`src/cft_pkg.sv`:
```
// cft_pkg: shared constants and types of the csv field tokenizer
// no dependencies; imported by every module of the block
`default_nettype none

package cft_pkg;

    // field store geometry
    localparam int MAX_FIELD_BYTES = 32;
    localparam int LEN_W           = $clog2(MAX_FIELD_BYTES + 1);
    localparam int IDX_W           = (MAX_FIELD_BYTES > 1) ? $clog2(MAX_FIELD_BYTES) : 1;
    localparam int NUM_BANKS       = 2;
    localparam int ADDR_W          = IDX_W + 1;

    // command queue depth
    localparam int QUEUE_DEPTH     = 2;
    localparam int QPTR_W          = $clog2(QUEUE_DEPTH);
    localparam int QCNT_W          = $clog2(QUEUE_DEPTH + 1);

    // byte codes
    localparam logic [7:0] QUOTE_BYTE      = 8'h22;
    localparam logic [7:0] RESET_SEPARATOR = 8'd44;
    localparam logic [7:0] TERM_NUL        = 8'h00;
    localparam logic [7:0] TERM_LF         = 8'h0A;
    localparam logic [7:0] TERM_CR         = 8'h0D;

    // status codes
    localparam logic [1:0] STATUS_MORE      = 2'd0;
    localparam logic [1:0] STATUS_END       = 2'd1;
    localparam logic [1:0] STATUS_UNMATCHED = 2'd2;
    localparam logic [1:0] STATUS_TOO_LONG  = 2'd3;

    // one completed field or error, handed from parser to emitter
    typedef struct packed {
        logic             bank;
        logic [LEN_W-1:0] len;
        logic [1:0]       status;
    } t_cmd;

    // write port into the field store
    typedef struct packed {
        logic              en;
        logic [ADDR_W-1:0] addr;
        logic [7:0]        data;
    } t_wr;

    // bank released by the emitter
    typedef struct packed {
        logic valid;
        logic bank;
    } t_rel;

endpackage

`default_nettype wire

```
`src/csv_field_tokenizer_top.sv`:
```
// csv field tokenizer: with the emitter idle, a field with data passes from the word
// that completes it through the queue, emitter command, read data and output registers;
// empty or error words go from the queue straight to the output register. Bytes play out
// by a read-then-load loop on the store port; idle follows each data field. Input takes a
// word per cycle while a free store bank and queue slot exist. Synchronous active-low
// reset clears parser state, queue and output valid; separator returns to comma.
`default_nettype none

module csv_field_tokenizer_top import cft_pkg::*; (
    input  wire logic       i_clk,
    input  wire logic       i_rst_n,
    input  wire logic       i_cfg_valid,
    output logic            o_cfg_ready,
    input  wire logic [7:0] i_cfg_data,
    input  wire logic       i_s_axis_tvalid,
    output logic            o_s_axis_tready,
    input  wire logic [7:0] i_s_axis_tdata,   // [7:0] byte_in
    output logic            o_m_axis_tvalid,
    input  wire logic       i_m_axis_tready,
    output logic [7:0]      o_m_axis_tdata,   // [7:0] token_byte
    output logic [2:0]      o_m_axis_tuser,   // [0] byte_valid, [2:1] status
    output logic            o_m_axis_tlast    // last_of_token
);

    logic queue_full, queue_empty, push, pop;
    t_cmd cmd, head;
    t_wr  wr;
    t_rel rel;
    logic       obv;
    logic [1:0] ostat;

    assign o_cfg_ready = 1'b1;

    // parser front
    cft_front u_front (
        .i_clk        (i_clk),
        .i_rst_n      (i_rst_n),
        .i_cfg_valid  (i_cfg_valid),
        .i_cfg_data   (i_cfg_data),
        .i_byte_valid (i_s_axis_tvalid),
        .i_byte       (i_s_axis_tdata),
        .o_byte_ready (o_s_axis_tready),
        .i_queue_full (queue_full),
        .o_push       (push),
        .o_cmd        (cmd),
        .o_wr         (wr),
        .i_rel        (rel)
    );

    // command queue
    cft_cmd_fifo u_fifo (
        .i_clk   (i_clk),
        .i_rst_n (i_rst_n),
        .i_push  (push),
        .i_cmd   (cmd),
        .i_pop   (pop),
        .o_head  (head),
        .o_empty (queue_empty),
        .o_full  (queue_full)
    );

    // emitter back
    cft_back u_back (
        .i_clk        (i_clk),
        .i_rst_n      (i_rst_n),
        .i_wr         (wr),
        .i_head       (head),
        .i_empty      (queue_empty),
        .o_pop        (pop),
        .o_rel        (rel),
        .o_valid      (o_m_axis_tvalid),
        .i_ready      (i_m_axis_tready),
        .o_byte       (o_m_axis_tdata),
        .o_byte_valid (obv),
        .o_last       (o_m_axis_tlast),
        .o_status     (ostat)
    );

    assign o_m_axis_tuser = {ostat, obv};

endmodule

`default_nettype wire

```
`src/cft_front.sv`:
```
// cft_front: byte parser; classifies each word, writes field bytes, queues commands
// depends on cft_pkg
`default_nettype none

module cft_front import cft_pkg::*; (
    input  wire logic       i_clk,
    input  wire logic       i_rst_n,
    input  wire logic       i_cfg_valid,
    input  wire logic [7:0] i_cfg_data,
    input  wire logic       i_byte_valid,
    input  wire logic [7:0] i_byte,
    output logic            o_byte_ready,
    input  wire logic       i_queue_full,
    output logic            o_push,
    output t_cmd            o_cmd,
    output t_wr             o_wr,
    input  wire t_rel       i_rel
);

    localparam logic [2:0] MODE_START_AFTER_TERM = 3'd0;
    localparam logic [2:0] MODE_START            = 3'd1;
    localparam logic [2:0] MODE_UNQUOTED         = 3'd2;
    localparam logic [2:0] MODE_QUOTED           = 3'd3;
    localparam logic [2:0] MODE_QUOTE_SEEN       = 3'd4;
    localparam logic [2:0] MODE_DROP             = 3'd5;

    logic [7:0]           r_sep;
    logic [2:0]           r_mode, n_mode;
    logic [LEN_W-1:0]     r_len, n_len;
    logic                 r_wbank, n_wbank;
    logic [NUM_BANKS-1:0] r_busy, n_busy;

    logic accept, term, sep, quote, full;
    logic store, push, err;
    logic [1:0] push_status;

    // separator register
    always_ff @(posedge i_clk) begin
        if (!i_rst_n) begin
            r_sep <= RESET_SEPARATOR;
        end else if (i_cfg_valid) begin
            r_sep <= i_cfg_data;
        end
    end

    // byte classes
    assign o_byte_ready = !i_queue_full && !r_busy[r_wbank];
    assign accept = i_byte_valid && o_byte_ready;
    assign term   = (i_byte == TERM_NUL) || (i_byte == TERM_LF) || (i_byte == TERM_CR);
    assign sep    = !term && (i_byte == r_sep);
    assign quote  = (i_byte == QUOTE_BYTE);
    assign full   = (r_len >= LEN_W'(MAX_FIELD_BYTES));

    // parse step
    always_comb begin
        n_mode      = r_mode;
        store       = 1'b0;
        push        = 1'b0;
        err         = 1'b0;
        push_status = STATUS_MORE;
        case (r_mode)
            MODE_START_AFTER_TERM, MODE_START: begin
                if (term) begin
                    if (r_mode == MODE_START) begin
                        push        = 1'b1;
                        push_status = STATUS_END;
                    end
                    n_mode = MODE_START_AFTER_TERM;
                end else if (quote) begin
                    n_mode = MODE_QUOTED;
                end else if (sep) begin
                    push   = 1'b1;
                    n_mode = MODE_START;
                end else begin
                    store  = 1'b1;
                    n_mode = MODE_UNQUOTED;
                end
            end
            MODE_UNQUOTED: begin
                if (term) begin
                    push        = 1'b1;
                    push_status = STATUS_END;
                    n_mode      = MODE_START_AFTER_TERM;
                end else if (sep) begin
                    push   = 1'b1;
                    n_mode = MODE_START;
                end else if (full) begin
                    err         = 1'b1;
                    push_status = STATUS_TOO_LONG;
                end else begin
                    store = 1'b1;
                end
            end
            MODE_QUOTED: begin
                if (term) begin
                    err         = 1'b1;
                    push_status = STATUS_UNMATCHED;
                end else if (quote) begin
                    n_mode = MODE_QUOTE_SEEN;
                end else if (full) begin
                    err         = 1'b1;
                    push_status = STATUS_TOO_LONG;
                end else begin
                    store = 1'b1;
                end
            end
            MODE_QUOTE_SEEN: begin
                if (quote) begin
                    if (full) begin
                        err         = 1'b1;
                        push_status = STATUS_TOO_LONG;
                    end else begin
                        store  = 1'b1;
                        n_mode = MODE_QUOTED;
                    end
                end else if (term) begin
                    push        = 1'b1;
                    push_status = STATUS_END;
                    n_mode      = MODE_START_AFTER_TERM;
                end else if (sep) begin
                    push   = 1'b1;
                    n_mode = MODE_START;
                end else begin
                    err         = 1'b1;
                    push_status = STATUS_TOO_LONG;
                end
            end
            default: begin
                n_mode = term ? MODE_START_AFTER_TERM : MODE_DROP;
            end
        endcase
        if (err) begin
            push   = 1'b1;
            n_mode = term ? MODE_START_AFTER_TERM : MODE_DROP;
        end
    end

    // length, bank and command
    always_comb begin
        o_cmd.bank   = r_wbank;
        o_cmd.status = push_status;
        o_cmd.len    = err ? '0 : r_len;
        o_push       = accept && push;
        n_wbank      = r_wbank;
        n_busy       = r_busy;
        if (i_rel.valid) begin
            n_busy[i_rel.bank] = 1'b0;
        end
        if (push || err || (r_mode == MODE_DROP) || (r_mode == MODE_START)
            || (r_mode == MODE_START_AFTER_TERM)) begin
            n_len = '0;
        end else begin
            n_len = r_len;
        end
        if (store) begin
            n_len = n_len + LEN_W'(1);
        end
        if (o_push && !err && (r_len != '0)) begin
            n_wbank         = !r_wbank;
            n_busy[r_wbank] = 1'b1;
        end
        o_wr.en   = accept && store;
        o_wr.addr = {r_wbank, IDX_W'(n_len - LEN_W'(1))};
        o_wr.data = i_byte;
    end

    // state registers
    always_ff @(posedge i_clk) begin
        if (!i_rst_n) begin
            r_mode  <= MODE_START_AFTER_TERM;
            r_len   <= '0;
            r_wbank <= 1'b0;
            r_busy  <= '0;
        end else begin
            r_busy <= n_busy;
            if (accept) begin
                r_mode  <= n_mode;
                r_len   <= n_len;
                r_wbank <= n_wbank;
            end
        end
    end

endmodule

`default_nettype wire

```
`src/cft_cmd_fifo.sv`:
```
// cft_cmd_fifo: short queue of field commands between parser and emitter
// depends on cft_pkg
`default_nettype none

module cft_cmd_fifo import cft_pkg::*; (
    input  wire logic i_clk,
    input  wire logic i_rst_n,
    input  wire logic i_push,
    input  wire t_cmd i_cmd,
    input  wire logic i_pop,
    output t_cmd      o_head,
    output logic      o_empty,
    output logic      o_full
);

    t_cmd              r_mem [QUEUE_DEPTH];
    logic [QPTR_W-1:0] r_wp;
    logic [QPTR_W-1:0] r_rp;
    logic [QCNT_W-1:0] r_cnt;

    assign o_head  = r_mem[r_rp];
    assign o_empty = (r_cnt == '0);
    assign o_full  = (r_cnt == QCNT_W'(QUEUE_DEPTH));

    // entry storage
    always_ff @(posedge i_clk) begin
        if (i_push) begin
            r_mem[r_wp] <= i_cmd;
        end
    end

    // pointers and count
    always_ff @(posedge i_clk) begin
        if (!i_rst_n) begin
            r_wp  <= '0;
            r_rp  <= '0;
            r_cnt <= '0;
        end else begin
            if (i_push) begin
                r_wp <= r_wp + QPTR_W'(1);
            end
            if (i_pop) begin
                r_rp <= r_rp + QPTR_W'(1);
            end
            if (i_push && !i_pop) begin
                r_cnt <= r_cnt + QCNT_W'(1);
            end else if (i_pop && !i_push) begin
                r_cnt <= r_cnt - QCNT_W'(1);
            end
        end
    end

endmodule

`default_nettype wire

```
`src/cft_back.sv`:
```
// cft_back: field store and emitter; plays queued fields out one byte per word
// depends on cft_pkg
`default_nettype none

module cft_back import cft_pkg::*; (
    input  wire logic i_clk,
    input  wire logic i_rst_n,
    input  wire t_wr  i_wr,
    input  wire t_cmd i_head,
    input  wire logic i_empty,
    output logic      o_pop,
    output t_rel      o_rel,
    output logic      o_valid,
    input  wire logic i_ready,
    output logic [7:0] o_byte,
    output logic      o_byte_valid,
    output logic      o_last,
    output logic [1:0] o_status
);

    localparam logic [1:0] S_IDLE = 2'd0;
    localparam logic [1:0] S_RD   = 2'd1;
    localparam logic [1:0] S_OUT  = 2'd2;

    logic [7:0]       r_store [MAX_FIELD_BYTES * NUM_BANKS];
    logic [7:0]       r_rdata;
    logic [1:0]       r_state, n_state;
    t_cmd             r_cmd;
    logic [IDX_W-1:0] r_idx;
    logic             r_ovalid;
    logic [7:0]       r_obyte;
    logic             r_obv, r_olast;
    logic [1:0]       r_ostat;

    logic out_free, is_last, load_empty, load_byte, take;

    // field store, registered read
    always_ff @(posedge i_clk) begin
        if (i_wr.en) begin
            r_store[i_wr.addr] <= i_wr.data;
        end
        r_rdata <= r_store[{r_cmd.bank, r_idx}];
    end

    // emitter control
    assign out_free   = !r_ovalid || i_ready;
    assign is_last    = ((LEN_W'(r_idx) + LEN_W'(1)) == r_cmd.len);
    assign load_empty = (r_state == S_IDLE) && !i_empty && (i_head.len == '0) && out_free;
    assign take       = (r_state == S_IDLE) && !i_empty && (i_head.len != '0);
    assign load_byte  = (r_state == S_OUT) && out_free;
    assign o_pop      = load_empty || take;
    assign o_rel.valid = load_byte && is_last;
    assign o_rel.bank  = r_cmd.bank;

    always_comb begin
        n_state = r_state;
        case (r_state)
            S_IDLE: if (take) n_state = S_RD;
            S_RD:   n_state = S_OUT;
            S_OUT:  if (load_byte) n_state = is_last ? S_IDLE : S_RD;
            default: n_state = S_IDLE;
        endcase
    end

    always_ff @(posedge i_clk) begin
        if (!i_rst_n) begin
            r_state  <= S_IDLE;
            r_ovalid <= 1'b0;
        end else begin
            r_state <= n_state;
            if (load_empty || load_byte) begin
                r_ovalid <= 1'b1;
            end else if (i_ready) begin
                r_ovalid <= 1'b0;
            end
        end
    end

    // command, index and output word
    always_ff @(posedge i_clk) begin
        if (take) begin
            r_cmd <= i_head;
            r_idx <= '0;
        end else if (load_byte && !is_last) begin
            r_idx <= r_idx + IDX_W'(1);
        end
        if (load_empty) begin
            r_obyte <= 8'd0;
            r_obv   <= 1'b0;
            r_olast <= 1'b1;
            r_ostat <= i_head.status;
        end else if (load_byte) begin
            r_obyte <= r_rdata;
            r_obv   <= 1'b1;
            r_olast <= is_last;
            r_ostat <= r_cmd.status;
        end
    end

    assign o_valid      = r_ovalid;
    assign o_byte       = r_obyte;
    assign o_byte_valid = r_obv;
    assign o_last       = r_olast;
    assign o_status     = r_ostat;

endmodule

`default_nettype wire
```
`config.mk`:
```
export PLATFORM = sky130hd
export DESIGN_NAME = csv_field_tokenizer_top
export DESIGN_NICKNAME = d
export VERILOG_FILES = /design/src/cft_pkg.sv /design/src/csv_field_tokenizer_top.sv /design/src/cft_front.sv /design/src/cft_cmd_fifo.sv /design/src/cft_back.sv
export SDC_FILE = /design/constraint.sdc
export NUM_CORES = 1
export LEC_CHECK = 0
export ABC_CLOCK_PERIOD_IN_PS = 6000
export BUFFER_PORTS_ARGS = -buffer_cell sky130_fd_sc_hd__clkbuf_2
export CORE_ASPECT_RATIO = 1.25
export CORE_UTILIZATION = 55
export DETAILED_ROUTE_END_ITERATION = 12
export PLACE_DENSITY = 0.81
export SYNTH_ARGS = -nofsm -noshare
export SYNTH_HDL_FRONTEND = slang
export SYNTH_SLANG_ARGS = --single-unit
export TNS_END_PERCENT = 20
```
`constraint.sdc`:
```
create_clock -name i_clk -period 6 [get_ports i_clk]
set_input_delay 1.2 -clock i_clk [delete_from_list [all_inputs] [get_ports i_clk]]
set_output_delay 1.2 -clock i_clk [all_outputs]
set_load 0.005 [all_outputs]
```
==> metrics <==
outcome=finished, final reports clean; postcts setup bufs=0; nets=1351; # setup viols final=0; DRT Wirelength=~55000 um; multi-input logic area=~6200 um2; FF-to-FF path depth=14; Worst EP required=6200 ps; #FFs+latches synth=between 500 and 600; busiest layer in global routing=met2; cells after synthesis=1238; CTS tree=built; Peak Freq=175 MHz; height of the die=235 um; asr flop ratio synth=0%; grt ovf=0; clock skew=approximately 16 ps; iteration count of the initial detailed-routing pass=6; Hold WC Path Type=flop to flop; Post-synth EDFFs=roughly 540; residual DRC count=0; worst-path maximum fanout=16; CTS Sinks=592; post-cts resize count=0; met2 Track Usage GR=between 40% and 50%; ANT cells=0; unrepaired setup endpoints after global routing=false; vias per inst=6.48; Setup crit start kind=input pin; crit path to=u_back.r_store[0][0]; DP HPWL=33300 um; hold buffer count at cts=0; Distinct cells, synth=68; final critical-path share of the clock period=95.4%; Reg2Reg Launch Point=u_front.r_mode[0]; clk buf depth=3; Worst R2R Setup Slack=720 ps; grt met1 use=33.3%; standard-cell rows=84; Core ar.=between 40000 and 50000 um2; Storage cell area=17300 um2; via count=roughly 12000; root buf cell=clkbuf_16; final hold vios=0; Worst Setup SP=i_s_axis_tdata[2]; chip width=188 um; Worst Path Class, Setup=input pin to flop; met3 GRT Util=3.23%; Max VDD drop=249 uV; Syn Area/Cell=19.2 um2; max cap viols=0; first-pass GRT wire length=81900 um; ANT nets after route=0; total die area=44100 um2; CTS buffer count=52; R2R Path End=u_back.r_store[0][0]; H-tree level count=2; Power Density=386 nW/um2; proportion of layout cells with a drive suffix above 1=around 28%; worst-margin pin slew=1220 ps; initial core utilization=56.2%; Initial DRC Count=1771; netlist area before placement=~24000 um2; Worst-Skew Late Latency=around 590 ps; GRT Total Usage=between 20% and 30%; largest net degree at the start of global routing=65; Slew Viols, Final=0; crit path DAT=about 5900 ps; sequential area share after synthesis=72.6%; gp weighted congestion=0.886; Leak Pwr=8.39 nW; endpoint class of the critical path=flop; vias in the first global route=around 13000; # IOs=36; Post-synth top flop=edfxtp_1; setup tns final=0 ps; final design utilization=62.9%; Worst-path clk slew=60 ps; IO Port Bufs=34; initial antenna violation count=3; crit path time final=5730 ps; wire per inst=28.3 um; slew margin rel.=18.2%; total number of yosys warnings=0; Layout area overhead=11.9%; Fillers=approximately 2700; syn_nets=1263
critical path: stages:
cell	delay, ps
clkbuf_2	160
nor4b_1	330
buf_4	180
and3_1	240
o22a_1	170
o31a_1	230
o211a_1	310
and2_1	180
ha_1	220
or4b_1	620
and3_1	240
o41ai_1	460
o211ai_2	210
a2bb2oi_2	220
buf_4	210
nor2_1	720
state kept, by name, summed over array words and instances, names as in the netlist, named ones only:
register             count
u_back.o_byte            8
u_back.o_byte_valid      1
u_back.o_last            1
u_back.o_rel             1
u_back.o_status          2
u_back.o_valid           1
u_back.r_cmd             8
u_back.r_idx             5
u_back.r_rdata           8
u_back.r_state           2
u_back.r_store         512
u_fifo.r_cnt             2
u_fifo.r_mem            18
u_fifo.r_rp              1
u_fifo.r_wp              1
u_front.r_busy           2
u_front.r_len            6
u_front.r_mode           3
u_front.r_sep            8
u_front.r_wbank          1
cells in the mapped netlist, types with 8 or more instances:
library cell	count	share of area (%)
xnor2_1	19	0.70
nor3_1	14	0.29
o21ai_0	25	0.53
nor2_1	96	1.5
and2_1	18	0.47
and3_1	8	0.21
a21oi_1	19	0.40
nand2_1	54	0.85
inv_1	12	0.19
mux2i_1	13	0.55
clkbuf_1	36	0.57
dfxtp_1	51	4.3
mux4_2	168	16
mux2_2	11	0.52
edfxtp_1	541	68
buf_1	20	0.32
xor2_1	9	0.33
nor2b_1	16	0.42
nand3_1	13	0.27
layer usage:
layer | vias up | part of all wire, %
met4 | 2 | 3.0
met5 | - | 0.027
li1 | 5172 | -
met3 | 121 | 7.6
met1 | 6461 | 37
met2 | 736 | 52
kinds of logic after synthesis:
family	after synthesis	synth area share, %
other	1	0.0158
flip-flops	592	72.6
adder cells (fa/ha/maj)	4	0.210
XOR/XNOR	29	1.13
buffers and inverters	82	1.48
multiplexers	192	17.0
AND/OR/NAND/NOR	245	4.81
AO/OA/AOI/OAI	93	2.80
stage by stage:
stage | total power, mW | hold WS, ps | cells | worst slack, ps | instance area (um2)
floorplan | 6.34 | 417 | 1238 | 454 | 23800
global placement | 6.89 | 422 | 1831 | -39.3 | 24900
detailed placement | 6.95 | 441 | 1831 | -154 | 24900
CTS | 10.3 | 449 | 1927 | 397 | 26600
global route | 10.6 | 471 | 1927 | 47.9 | 26600
finish | 10.3 | 443 | 1927 | 274 | 26600
where the power goes:
group	switching, mW	internal (mW)	leakage (nW)	total [mW]
clock	1.48	1.91	0.846	3.39
combinational	1.04	0.993	2.24	2.03
sequential	0.173	4.69	5.30	4.86
total	2.69	7.59	8.39	10.3
worst min-delay path by stage:
stage	startpoint	to	slack [ps]	cells after the start
floorplan	u_back.r_rdata[0]	u_back.o_byte[0]	420	2
global placement	u_back.r_rdata[0]	u_back.o_byte[0]	420	2
detailed placement	u_back.r_rdata[5]	u_back.o_byte[5]	440	2
CTS	u_back.r_rdata[5]	u_back.o_byte[5]	450	2
global route	u_back.r_rdata[5]	u_back.o_byte[5]	470	2
finish	u_back.r_rdata[5]	u_back.o_byte[5]	440	2
cells in the final DEF, fill, tap and decap left out, types with 25 or more instances in the layout:
cell,count
dfxtp_1,47
clkbuf_16,53
edfxtp_1,541
mux4_2,168
buf_4,68
o21ai_0,25
clkbuf_2,34
nor2_1,96
nand2_1,54
area by class of cell:
type | instances | share of cell area [%]
clock buffer | 69 | 5.39
inverter | 13 | 0.183
sequential | 592 | 64.9
multi-input combinational | 564 | 23.2
tap | 559 | 2.63
timing repair buffer | 103 | 2.63
clock inverter | 27 | 1.11
(Power assumes the default switching activity.)
